--- config.mk ---
export PLATFORM = sky130hd
export DESIGN_NAME = motor_speed_match_pid_unit
export DESIGN_NICKNAME = d
export VERILOG_FILES = /design/src/rtl/mspid_pkg.sv /design/src/rtl/motor_speed_match_pid_unit.sv
export SDC_FILE = /design/constraint.sdc
export NUM_CORES = 2
export LEC_CHECK = 0
export BUFFER_PORTS_ARGS = -buffer_cell sky130_fd_sc_hd__buf_2
export CAP_MARGIN = 20
export CORE_UTILIZATION = 62
export DETAILED_ROUTE_END_ITERATION = 7
export PLACE_DENSITY = 0.87
export SLEW_MARGIN = 25
export SYNTH_ARGS = -nofsm -noshare
export SYNTH_HDL_FRONTEND = slang
export SYNTH_SLANG_ARGS = --single-unit
export TNS_END_PERCENT = 10
--- constraint.sdc ---
create_clock -name clk -period 9.75 [get_ports clk]
set_input_delay 1.95 -clock clk [delete_from_list [all_inputs] [get_ports clk]]
set_output_delay 1.95 -clock clk [all_outputs]
set_load 0.02 [all_outputs]
--- src/rtl/mspid_pkg.sv ---
`timescale 1ns / 1ps

package mspid_pkg;

	// Field widths.
	localparam int unsigned SpeedW  = 16;
	localparam int unsigned DutyW   = 16;
	localparam int unsigned GainW   = 16;
	localparam int unsigned LimW    = 23;
	localparam int unsigned FullSpW = 8;
	localparam int unsigned ErrW    = 17;
	localparam int unsigned SumW    = 25;
	localparam int unsigned DiffW   = 18;
	localparam int unsigned CfgDW   = 23;
	localparam int unsigned CfgAW   = 3;

	// Shared multiplier operand and product widths.
	localparam int unsigned MulAW = GainW + 1;
	localparam int unsigned MulBW = 26;
	localparam int unsigned ProdW = MulAW + MulBW;

	// Register indexes on the configuration port.
	localparam logic [CfgAW-1:0] RegGainP     = 3'd0;
	localparam logic [CfgAW-1:0] RegGainI     = 3'd1;
	localparam logic [CfgAW-1:0] RegGainD     = 3'd2;
	localparam logic [CfgAW-1:0] RegIntLimit  = 3'd3;
	localparam logic [CfgAW-1:0] RegDutyMax   = 3'd4;
	localparam logic [CfgAW-1:0] RegSpeedThr  = 3'd5;
	localparam logic [CfgAW-1:0] RegFullSpeed = 3'd6;

	// Register values after reset.
	localparam logic [GainW-1:0]   RstGainP     = 16'd8192;
	localparam logic [GainW-1:0]   RstGainI     = 16'd205;
	localparam logic [GainW-1:0]   RstGainD     = 16'd82;
	localparam logic [LimW-1:0]    RstIntLimit  = 23'd256000;
	localparam logic [DutyW-1:0]   RstDutyMax   = 16'd64879;
	localparam logic [SpeedW-1:0]  RstSpeedThr  = 16'd256;
	localparam logic [FullSpW-1:0] RstFullSpeed = 8'd100;

	// Sequencer states.
	typedef enum logic [3:0] {
		ST_IDLE,
		ST_TGT,
		ST_ERR,
		ST_CLAMP,
		ST_MULP,
		ST_MULI,
		ST_MULD,
		ST_SUM,
		ST_SAT
	} state_t;

endpackage

--- src/rtl/motor_speed_match_pid_unit.sv ---
`timescale 1ns / 1ps

// Channel  | Signals                         | Contents (lowest bit first)
// ---------+---------------------------------+-------------------------------------------
// input    | s_tvalid s_tready s_tdata s_tuser | tdata: left_speed, right_speed, right_duty
//          |                                 | tuser: obstacle
// output   | m_tvalid m_tready m_tdata       | tdata: duty_level
// config   | cfg_we cfg_addr cfg_data        | index 0..6, write only
//
// An item without obstacle runs the steps TGT, ERR, CLAMP, MULP, MULI, MULD, SUM and SAT
// until its result is loaded; TGT and the MUL steps use the single shared multiplier. The
// next item can follow in the cycle after that load. Obstacle items are absorbed, no result.
// The output register holds a finished transaction while the next item is processed;
// the sequencer waits in its last step while that register is full and not drained.
// Reset (arst_n low) restores the register defaults and clears integral and previous error.

module motor_speed_match_pid_unit
	import mspid_pkg::*;
(
	input  logic              clk,
	input  logic              arst_n,
	input  logic              s_tvalid,
	output logic              s_tready,
	input  logic [47:0]       s_tdata,   // left_speed[15:0], right_speed[31:16], right_duty[47:32]
	input  logic              s_tuser,   // obstacle[0]
	output logic              m_tvalid,
	input  logic              m_tready,
	output logic [15:0]       m_tdata,   // duty_level[15:0]
	input  logic              cfg_we,
	input  logic [CfgAW-1:0]  cfg_addr,
	input  logic [CfgDW-1:0]  cfg_data
);

	state_t state_q, state_d;

	// Configuration registers.
	logic [GainW-1:0]   gain_p_q, gain_i_q, gain_d_q;
	logic [LimW-1:0]    int_limit_q;
	logic [DutyW-1:0]   duty_max_q;
	logic [SpeedW-1:0]  speed_thr_q;
	logic [FullSpW-1:0] full_speed_q;

	// Controller state.
	logic signed [SumW-1:0] err_sum_q;
	logic signed [ErrW-1:0] last_err_q;

	// Working registers of one item.
	logic [SpeedW-1:0]       left_q, right_q;
	logic [DutyW-1:0]        rduty_q;
	logic signed [ErrW-1:0]  e_q;
	logic signed [DiffW-1:0] d_q;
	logic signed [ProdW-1:0] prod_q, acc_q;

	// Output register.
	logic              m_valid_q;
	logic [DutyW-1:0]  m_data_q;

	// Shared multiplier.
	logic signed [MulAW-1:0] mul_a;
	logic signed [MulBW-1:0] mul_b;
	logic signed [ProdW-1:0] mul_p;

	logic                    in_acc;
	logic                    out_free;
	logic [SpeedW-1:0]       target;
	logic signed [SumW-1:0]  sum_raw, lim_pos, lim_neg;
	logic [DutyW-1:0]        sat_val;

	assign in_acc   = s_tvalid && s_tready;
	assign out_free = !m_valid_q || m_tready;
	assign m_tvalid = m_valid_q;
	assign m_tdata  = m_data_q;

	// Next state.
	always_comb begin
		state_d = state_q;
		unique case (state_q)
			ST_IDLE:  if (in_acc && !s_tuser) state_d = ST_TGT;
			ST_TGT:   state_d = ST_ERR;
			ST_ERR:   state_d = ST_CLAMP;
			ST_CLAMP: state_d = ST_MULP;
			ST_MULP:  state_d = ST_MULI;
			ST_MULI:  state_d = ST_MULD;
			ST_MULD:  state_d = ST_SUM;
			ST_SUM:   state_d = ST_SAT;
			ST_SAT:   if (out_free) state_d = ST_IDLE;
			default:  state_d = ST_IDLE;
		endcase
	end

	// Handshake and multiplier operand selection.
	always_comb begin
		s_tready = (state_q == ST_IDLE);
		mul_a    = '0;
		mul_b    = '0;
		unique case (state_q)
			ST_TGT: begin
				mul_a = MulAW'(signed'({1'b0, rduty_q}));
				mul_b = MulBW'(signed'({1'b0, full_speed_q}));
			end
			ST_MULP: begin
				mul_a = MulAW'(signed'({1'b0, gain_p_q}));
				mul_b = MulBW'(e_q);
			end
			ST_MULI: begin
				mul_a = MulAW'(signed'({1'b0, gain_i_q}));
				mul_b = MulBW'(err_sum_q);
			end
			ST_MULD: begin
				mul_a = MulAW'(signed'({1'b0, gain_d_q}));
				mul_b = MulBW'(d_q);
			end
			default: begin
				mul_a = '0;
				mul_b = '0;
			end
		endcase
	end

	assign mul_p = mul_a * mul_b;

	// Target speed: estimate from the right duty when the right wheel is slow.
	assign target = (right_q < speed_thr_q) ? prod_q[SpeedW+7:8] : right_q;

	// Integral update and clamp bounds.
	assign sum_raw = err_sum_q + SumW'(e_q);
	assign lim_pos = SumW'(signed'({1'b0, int_limit_q}));
	assign lim_neg = -lim_pos;

	// Output saturation: negative to zero, large values to duty_max.
	always_comb begin
		if (acc_q[ProdW-1]) begin
			sat_val = '0;
		end else if ((acc_q[ProdW-2:DutyW+4] != '0) || (acc_q[DutyW+3:4] > duty_max_q)) begin
			sat_val = duty_max_q;
		end else begin
			sat_val = acc_q[DutyW+3:4];
		end
	end

	// Configuration registers.
	always_ff @(posedge clk or negedge arst_n) begin
		if (!arst_n) begin
			gain_p_q     <= RstGainP;
			gain_i_q     <= RstGainI;
			gain_d_q     <= RstGainD;
			int_limit_q  <= RstIntLimit;
			duty_max_q   <= RstDutyMax;
			speed_thr_q  <= RstSpeedThr;
			full_speed_q <= RstFullSpeed;
		end else if (cfg_we) begin
			unique case (cfg_addr)
				RegGainP:     gain_p_q     <= cfg_data[GainW-1:0];
				RegGainI:     gain_i_q     <= cfg_data[GainW-1:0];
				RegGainD:     gain_d_q     <= cfg_data[GainW-1:0];
				RegIntLimit:  int_limit_q  <= cfg_data[LimW-1:0];
				RegDutyMax:   duty_max_q   <= cfg_data[DutyW-1:0];
				RegSpeedThr:  speed_thr_q  <= cfg_data[SpeedW-1:0];
				RegFullSpeed: full_speed_q <= cfg_data[FullSpW-1:0];
				default: ;
			endcase
		end
	end

	// Sequencer, controller state and output register.
	always_ff @(posedge clk or negedge arst_n) begin
		if (!arst_n) begin
			state_q    <= ST_IDLE;
			err_sum_q  <= '0;
			last_err_q <= '0;
			m_valid_q  <= 1'b0;
		end else begin
			state_q <= state_d;
			if (state_q == ST_CLAMP) begin
				if (sum_raw > lim_pos) begin
					err_sum_q <= lim_pos;
				end else if (sum_raw < lim_neg) begin
					err_sum_q <= lim_neg;
				end else begin
					err_sum_q <= sum_raw;
				end
				last_err_q <= e_q;
			end
			if (state_q == ST_SAT && out_free) begin
				m_valid_q <= 1'b1;
			end else if (m_valid_q && m_tready) begin
				m_valid_q <= 1'b0;
			end
		end
	end

	// Datapath registers.
	always_ff @(posedge clk) begin
		if (in_acc) begin
			left_q  <= s_tdata[15:0];
			right_q <= s_tdata[31:16];
			rduty_q <= s_tdata[47:32];
		end
		case (state_q)
			ST_TGT:   prod_q <= mul_p;
			ST_ERR:   e_q    <= ErrW'(signed'({1'b0, target}) - signed'({1'b0, left_q}));
			ST_CLAMP: d_q    <= DiffW'(e_q) - DiffW'(last_err_q);
			ST_MULP:  prod_q <= mul_p;
			ST_MULI: begin
				acc_q  <= prod_q;
				prod_q <= mul_p;
			end
			ST_MULD: begin
				acc_q  <= acc_q + prod_q;
				prod_q <= mul_p;
			end
			ST_SUM:   acc_q <= acc_q + prod_q;
			ST_SAT:   if (out_free) m_data_q <= sat_val;
			default: ;
		endcase
	end

	// The integral is inside its bounds once the clamp step is done.
	a_sum_clamped: assert property (@(posedge clk) disable iff (!arst_n)
		(state_q == ST_MULP) |-> (err_sum_q <= lim_pos) && (err_sum_q >= lim_neg))
		else $error("integral outside its limit");

	// A result never exceeds the duty ceiling.
	a_out_ceiling: assert property (@(posedge clk) disable iff (!arst_n)
		m_valid_q |-> (m_data_q <= duty_max_q))
		else $error("duty level above duty_max");

	// An obstacle transaction leaves the sequencer idle and the state untouched.
	a_obstacle_skip: assert property (@(posedge clk) disable iff (!arst_n)
		(in_acc && s_tuser) |=> (state_q == ST_IDLE) && $stable(err_sum_q)
			&& $stable(last_err_q))
		else $error("obstacle transaction changed the controller");

	// A result is loaded only from the last sequencer step.
	a_load_from_sat: assert property (@(posedge clk) disable iff (!arst_n)
		$rose(m_valid_q) |-> ($past(state_q) == ST_SAT))
		else $error("result loaded outside the saturation step");

endmodule
; Word level (Yosys, flattened, before mapping)
; Index checks and enable logic that the tools add are counted.
[totals]
output_inout_bits = 18
input_bits = 80
regBits = 343
elab_cells = 81
[op_classes]
order_cmp = 4
n_addsub = 5
muxes = 12
eq_ne = 16
multipliers = 1
n_reduce_logical = 24
[op_table]
columns = op, n
row1 = $pmux 26 s4, 1
row2 = $pmux 43 s2, 1
row3 = $pmux 16 s4, 1
row4 = $mux 25, 2
row5 = $add 43x43->43, 1
row6 = $mul 17x26->43, 1
row7 = $pmux 4 s9, 1
row8 = $mux 16, 2
row9 = $add 25x17->25, 1
row10 = $gt 25x24->1, 1
row11 = $lt 25x25->1, 1
row12 = $neg 23->25, 1
row13 = $reduce_bool 22->1, 1
row14 = $reduce_and 2->1, 9
row15 = $sub 17x17->18, 1
row16 = $sub 16x16->17, 1
row17 = $eq 4x3->1 const B, 4
row18 = $gt 16x16->1, 1
row19 = $lt 16x16->1, 1
row20 = $eq 3x3->1 const B, 3
row21 = $eq 4x2->1 const B, 2
row22 = $mux 4, 2
row23 = $eq 3x2->1 const B, 2
row24 = $eq 4x1->1 const B, 1
row25 = 13 further kinds, 20

; Depth between registers and ports, before layout
[logic_depth]
ltp_word = 5
ltp_mapped = 32
depth_no_buf = 29

; Worst setup path after synthesis
; OpenSTA, ideal clock, no wires.
[synth_timing]
path_kind = register -> register
from = register state_q[3]
to = register prod_q[41] (data pin)
setup_time_ps = 258
t_arrival_ps = 7634
slack_ps = 1859
path_buffers = 5
path_stages_with_launch = 31
cell_sequence = dfrtp_1 -> clkbuf_1 -> nand2b_1 -> nor2_1 -> clkbuf_1 -> buf_1 -> clkbuf_1 -> nand2_1 -> nand2_1 -> clkbuf_1 -> nand2_1 -> fa_1 -> fa_1 -> fa_1 -> inv_1 -> fa_1 -> fa_1 -> inv_1 -> fa_1 -> inv_1 -> ha_1 -> nand3_1 -> nand2b_1 -> or3_1 -> or4_1 -> a31oi_1 -> o2111ai_1 -> nand2_1 -> o21bai_1 -> a22o_1 -> xnor2_1
[synth_between]
elab_chain_cells = 3
[synth_lines]
columns = item, line
row1 = from (decl), motor_speed_match_pid_unit.sv:34  ; state_t state_q, state_d;
row2 = from (signal assigned), motor_speed_match_pid_unit.sv:173  ; state_q <= state_d;
row3 = $eq 4x3->1 / $eq 4x1->1 (equally long branches), motor_speed_match_pid_unit.sv:96  ; unique case (state_q)
row4 = $pmux 16 s4 / $pmux 26 s4 (equally long branches), motor_speed_match_pid_unit.sv:96
row5 = $mul 17x26->43 *, motor_speed_match_pid_unit.sv:120  ; assign mul_p = mul_a * mul_b;
row6 = named net mul_p[41], motor_speed_match_pid_unit.sv:61  ; logic signed [ProdW-1:0] mul_p;
row7 = to (signal assigned), motor_speed_match_pid_unit.sv:200  ; ST_TGT: prod_q <= mul_p;
row8 = to (signal assigned), motor_speed_match_pid_unit.sv:203  ; ST_MULP: prod_q <= mul_p;
row9 = to (signal assigned), motor_speed_match_pid_unit.sv:206  ; prod_q <= mul_p;
row10 = to (decl), motor_speed_match_pid_unit.sv:52  ; logic signed [ProdW-1:0] prod_q, acc_q;
; The timed path passes the listed nets; every way through them passes the cells marked *.
; A chain may end at the register's enable or synchronous reset.

; Final worst setup path
; Same ends and word-level chain as after synthesis.

==> results.md <==
* Avg WL per Cell at ~22 microns
* Max_slew headroom at between 20% and 30%
* Gpl congestion at slightly below 1
* Fmax at 110 MHz
* Status: finished, final reports clean
* Fill cell count at between 4000 and 5000
* Final min period at about 9.1 ns
* Hold Buf Count CTS at 0
* Yosys warning count at 0
* Synth unique cells at between 70 and 80
* Hold EP: speed_thr_q[10]$_DFFE_PN0P_
* Max Cap Viol at 0
* 1st-pass router iterations at 6
* Unrepaired setup endpoints after global routing: false
* Total number of vias at ~27000
* Internal reg-to-reg setup slack at approximately 0.66 ns
* Setup_tns at 0 ns
* Max-slew violations at 0
* Post-Route WL at 97.0 mm
* Post-cts resize count at 0
* Starting Density at about 63%
* # IOs at 98
* Hold Fails Final Rpt at 0
* CP Capture Type: flip-flop
* R2r endpoint: prod_q[41]$_DFFE_PN_
* Post-synth EDFFs at 185
* Worst Hold Launch: speed_thr_q[10]$_DFFE_PN0P_
* Chip width at between 200 and 250 microns
* Asr flop ratio synth at approximately 46%
* Height of the die at between 200 and 250 microns
* # Post-CTS Setup Buffers at 0
* Number of cells on the worst hold path at 1
* Clock Tree Buf Depth at 3
* Root buffer cell: clkbuf_16
* Post-Syn Area at 34900 sq um
* Post-layout util at slightly below 70%
* Hold Crit Class: flip-flop to flip-flop
* Total overflow reported by the global router at 0
* Ys flop type: edfxtp_1
* Die ar. at around 57000 sq um
* Cells on worst reg2reg path at 27
* Post-Place Cell Area at 36200 sq um
* CP arrival at roughly 9.4 ns
* Layout Skew at between 0.05 and 0.06 ns
* Seq cells post-synth at approximately 340
* Design Area, Final at ~38000 sq um
* Synth-to-layout area growth at 7.87%
* Cell row count at 86
* Vias in the first global route at approximately 28000
* Avg Cell Area, Syn at 9.57 sq um
* Pin count of the biggest net entering global routing at 95
* Worst-margin pin slew at about 1.2 ns
* Final setup vio count at 0
* GRT Util Overall at 35.0%
* Clock Latency Late Sink at between 0.6 and 0.7 ns
* Final HPWL DP at roughly 75 mm
* First-pass GRT wire length at roughly 150 mm
* Critical path fanouts, max at 38
* Port Buffer Count at 97
* # nets final at ~4500
* Fin crit share at 93.2%
* Initial antenna violation count at 5
* Minimum hold slack at about 0.5 ns
* Layout cells sized above 1 at between 10% and 20%
* Vias per cell at around 6
* Crit start category: flip-flop
* CTS tree: done
* Num CTS Buffers at 40
* Syn Nets at ~4400
* DRC at 0
* Critical path type: flip-flop to flip-flop
* Cell count after synthesis at around 3600
* H-tree lvl count at 2
* Register area share after synthesis at 27.4%
* Core area at approximately 55000 sq um
* CTS sink count at around 340
* FF-to-FF Start: state_q[3]$_DFFE_PN0P_
* Remaining antenna violation count at 0
* Crit path required time at 10.06 ns
* Clock transition at path regs at roughly 0.060 ns
* Drt initial violations at about 2900
==> cells in the final DEF, fill, tap and decap left out, types with 13 or more instances in the layout <==
cell type | Yosys | final
a211oi_1 | 25 | 25
a21o_1 | 79 | 79
a21oi_1 | 139 | 139
a31oi_1 | 23 | 23
and2_1 | 16 | 15
and3_1 | 17 | 17
and4_1 | 16 | 16
buf_2 | 2 | 96
buf_4 | 0 | 33
clkbuf_16 | 0 | 40
dfrtp_1 | 126 | 126
dfstp_2 | 32 | 32
edfxtp_1 | 185 | 185
fa_1 | 399 | 399
ha_1 | 282 | 282
inv_1 | 590 | 590
mux2_2 | 114 | 114
mux2i_1 | 22 | 22
nand2_1 | 521 | 521
nand2b_1 | 23 | 23
nand3_1 | 30 | 30
nand4_1 | 35 | 35
nor2_1 | 257 | 253
nor2b_1 | 20 | 20
nor3_1 | 39 | 34
nor4_1 | 13 | 13
o211ai_1 | 16 | 16
o21a_1 | 26 | 26
o21ai_0 | 149 | 149
o21bai_1 | 21 | 21
or2_2 | 13 | 13
or3_1 | 15 | 15
xnor2_1 | 104 | 104
xor2_1 | 39 | 39
==> through the flow <==
step,worst slack (ns),std cells
4_1_cts,0.829,4475
3_5_place_dp,0.874,4402
6_report,0.661,4482
2_1_floorplan,1.86,3646
5_1_grt,0.189,4478
3_3_place_gp,1.10,4401
==> sequential cells by signal (all words and copies together) (netlist names) <==
signal / cells
acc_q: 43
prod_q: 43
err_sum_q: 25
int_limit_q: 23
d_q: 18
e_q: 17
last_err_q: 17
duty_max_q: 16
gain_d_q: 16
gain_i_q: 16
gain_p_q: 16
left_q: 16
m_tdata: 16
rduty_q: 16
right_q: 16
speed_thr_q: 16
full_speed_q: 8
state_q: 4
m_tvalid: 1
==> layout make-up <==
class / instances / area, sq um / share of cell area [%]
antenna: 4 / 10.0 / 0.0266
clock buffer: 52 / 1100 / 2.91
clock inverter: 21 / 260 / 0.691
inverter: 591 / 2220 / 5.89
multi-input combinational: 2589 / 22800 / 60.5
sequential: 343 / 9550 / 25.4
tap: 748 / 936 / 2.49
timing repair buffer: 134 / 801 / 2.13
==> worst max-delay path: stages, from the launching register on <==
cell       delay [ns]
dfrtp_1          0.52
nand2b_1         0.37
nor2_4           0.79
a222oi_1         0.34
nand2_1          0.77
nand2_1          0.17
fa_1             0.53
inv_1            0.05
fa_1             0.51
inv_1            0.06
fa_1             0.53
inv_1            0.05
fa_1             0.38
fa_1             0.52
inv_1            0.05
fa_1             0.47
inv_1            0.04
ha_1             0.34
and3_1           0.27
nand2b_1         0.11
or3_1            0.34
or4_1            0.44
a31oi_1          0.30
o2111ai_1        0.17
nand2_1          0.19
o21bai_1         0.11
a22o_1           0.21
xnor2_1          0.12
==> synth_stat cells, types with 23 or more instances <==
cell type,instances,area (sq um)
o21a_1,26,195
xor2_1,39,342
dfstp_2,32,841
nand4_1,35,219
a31oi_1,23,144
nor2_1,257,965
o21ai_0,149,746
a21o_1,79,593
edfxtp_1,185,5560
nand2_1,521,1960
xnor2_1,104,911
inv_1,590,2210
dfrtp_1,126,3150
a211oi_1,25,188
nor3_1,39,195
mux2_2,114,1280
a21oi_1,139,696
clkbuf_1,118,443
nand2b_1,23,144
fa_1,399,7990
nand3_1,30,150
ha_1,282,3530
==> routing by layer <==
metal / global-route usage, % / up-vias / part of all wire (%)
met1: 44.7 / 13400 / 38
li1: - / 12200 / -
met2: 55.1 / 1484 / 45
met4: 19.5 / 6 / 6.2
met3: 8.23 / 340 / 11
met5: 0 / - / 0.094
==> how the worst max path moves through the flow <==
stage,endpoint,startpoint,slack (ns)
after global routing,prod_q[41]$_DFFE_PN_,state_q[3]$_DFFE_PN0P_,0.19
after detailed placement,prod_q[41]$_DFFE_PN_,state_q[3]$_DFFE_PN0P_,0.87
final,prod_q[41]$_DFFE_PN_,state_q[3]$_DFFE_PN0P_,0.66
after global placement,prod_q[41]$_DFFE_PN_,state_q[3]$_DFFE_PN0P_,1.10
after CTS,prod_q[41]$_DFFE_PN_,state_q[3]$_DFFE_PN0P_,0.83
after floorplan,prod_q[41]$_DFFE_PN_,state_q[3]$_DFFE_PN0P_,1.86
==> cell families (layout without fill, tap and decap cells) <==
kind of cell	after synthesis	in the layout	share of synthesized area (%)
muxes	136	136	4.31
and+or+nand+nor	1041	1041	13.2
adders and majority gates	681	681	33.0
DFF	343	343	27.4
AOI/OAI and AO/OA	587	587	10.8
xor gates and xnor gates	144	144	3.64
buffers and inverters	714	798	7.69
other	0	4	0
Power is left out: the tool's default activity adds up to more than one toggle a clock period on the data nets, which glitch-free logic cannot reach.
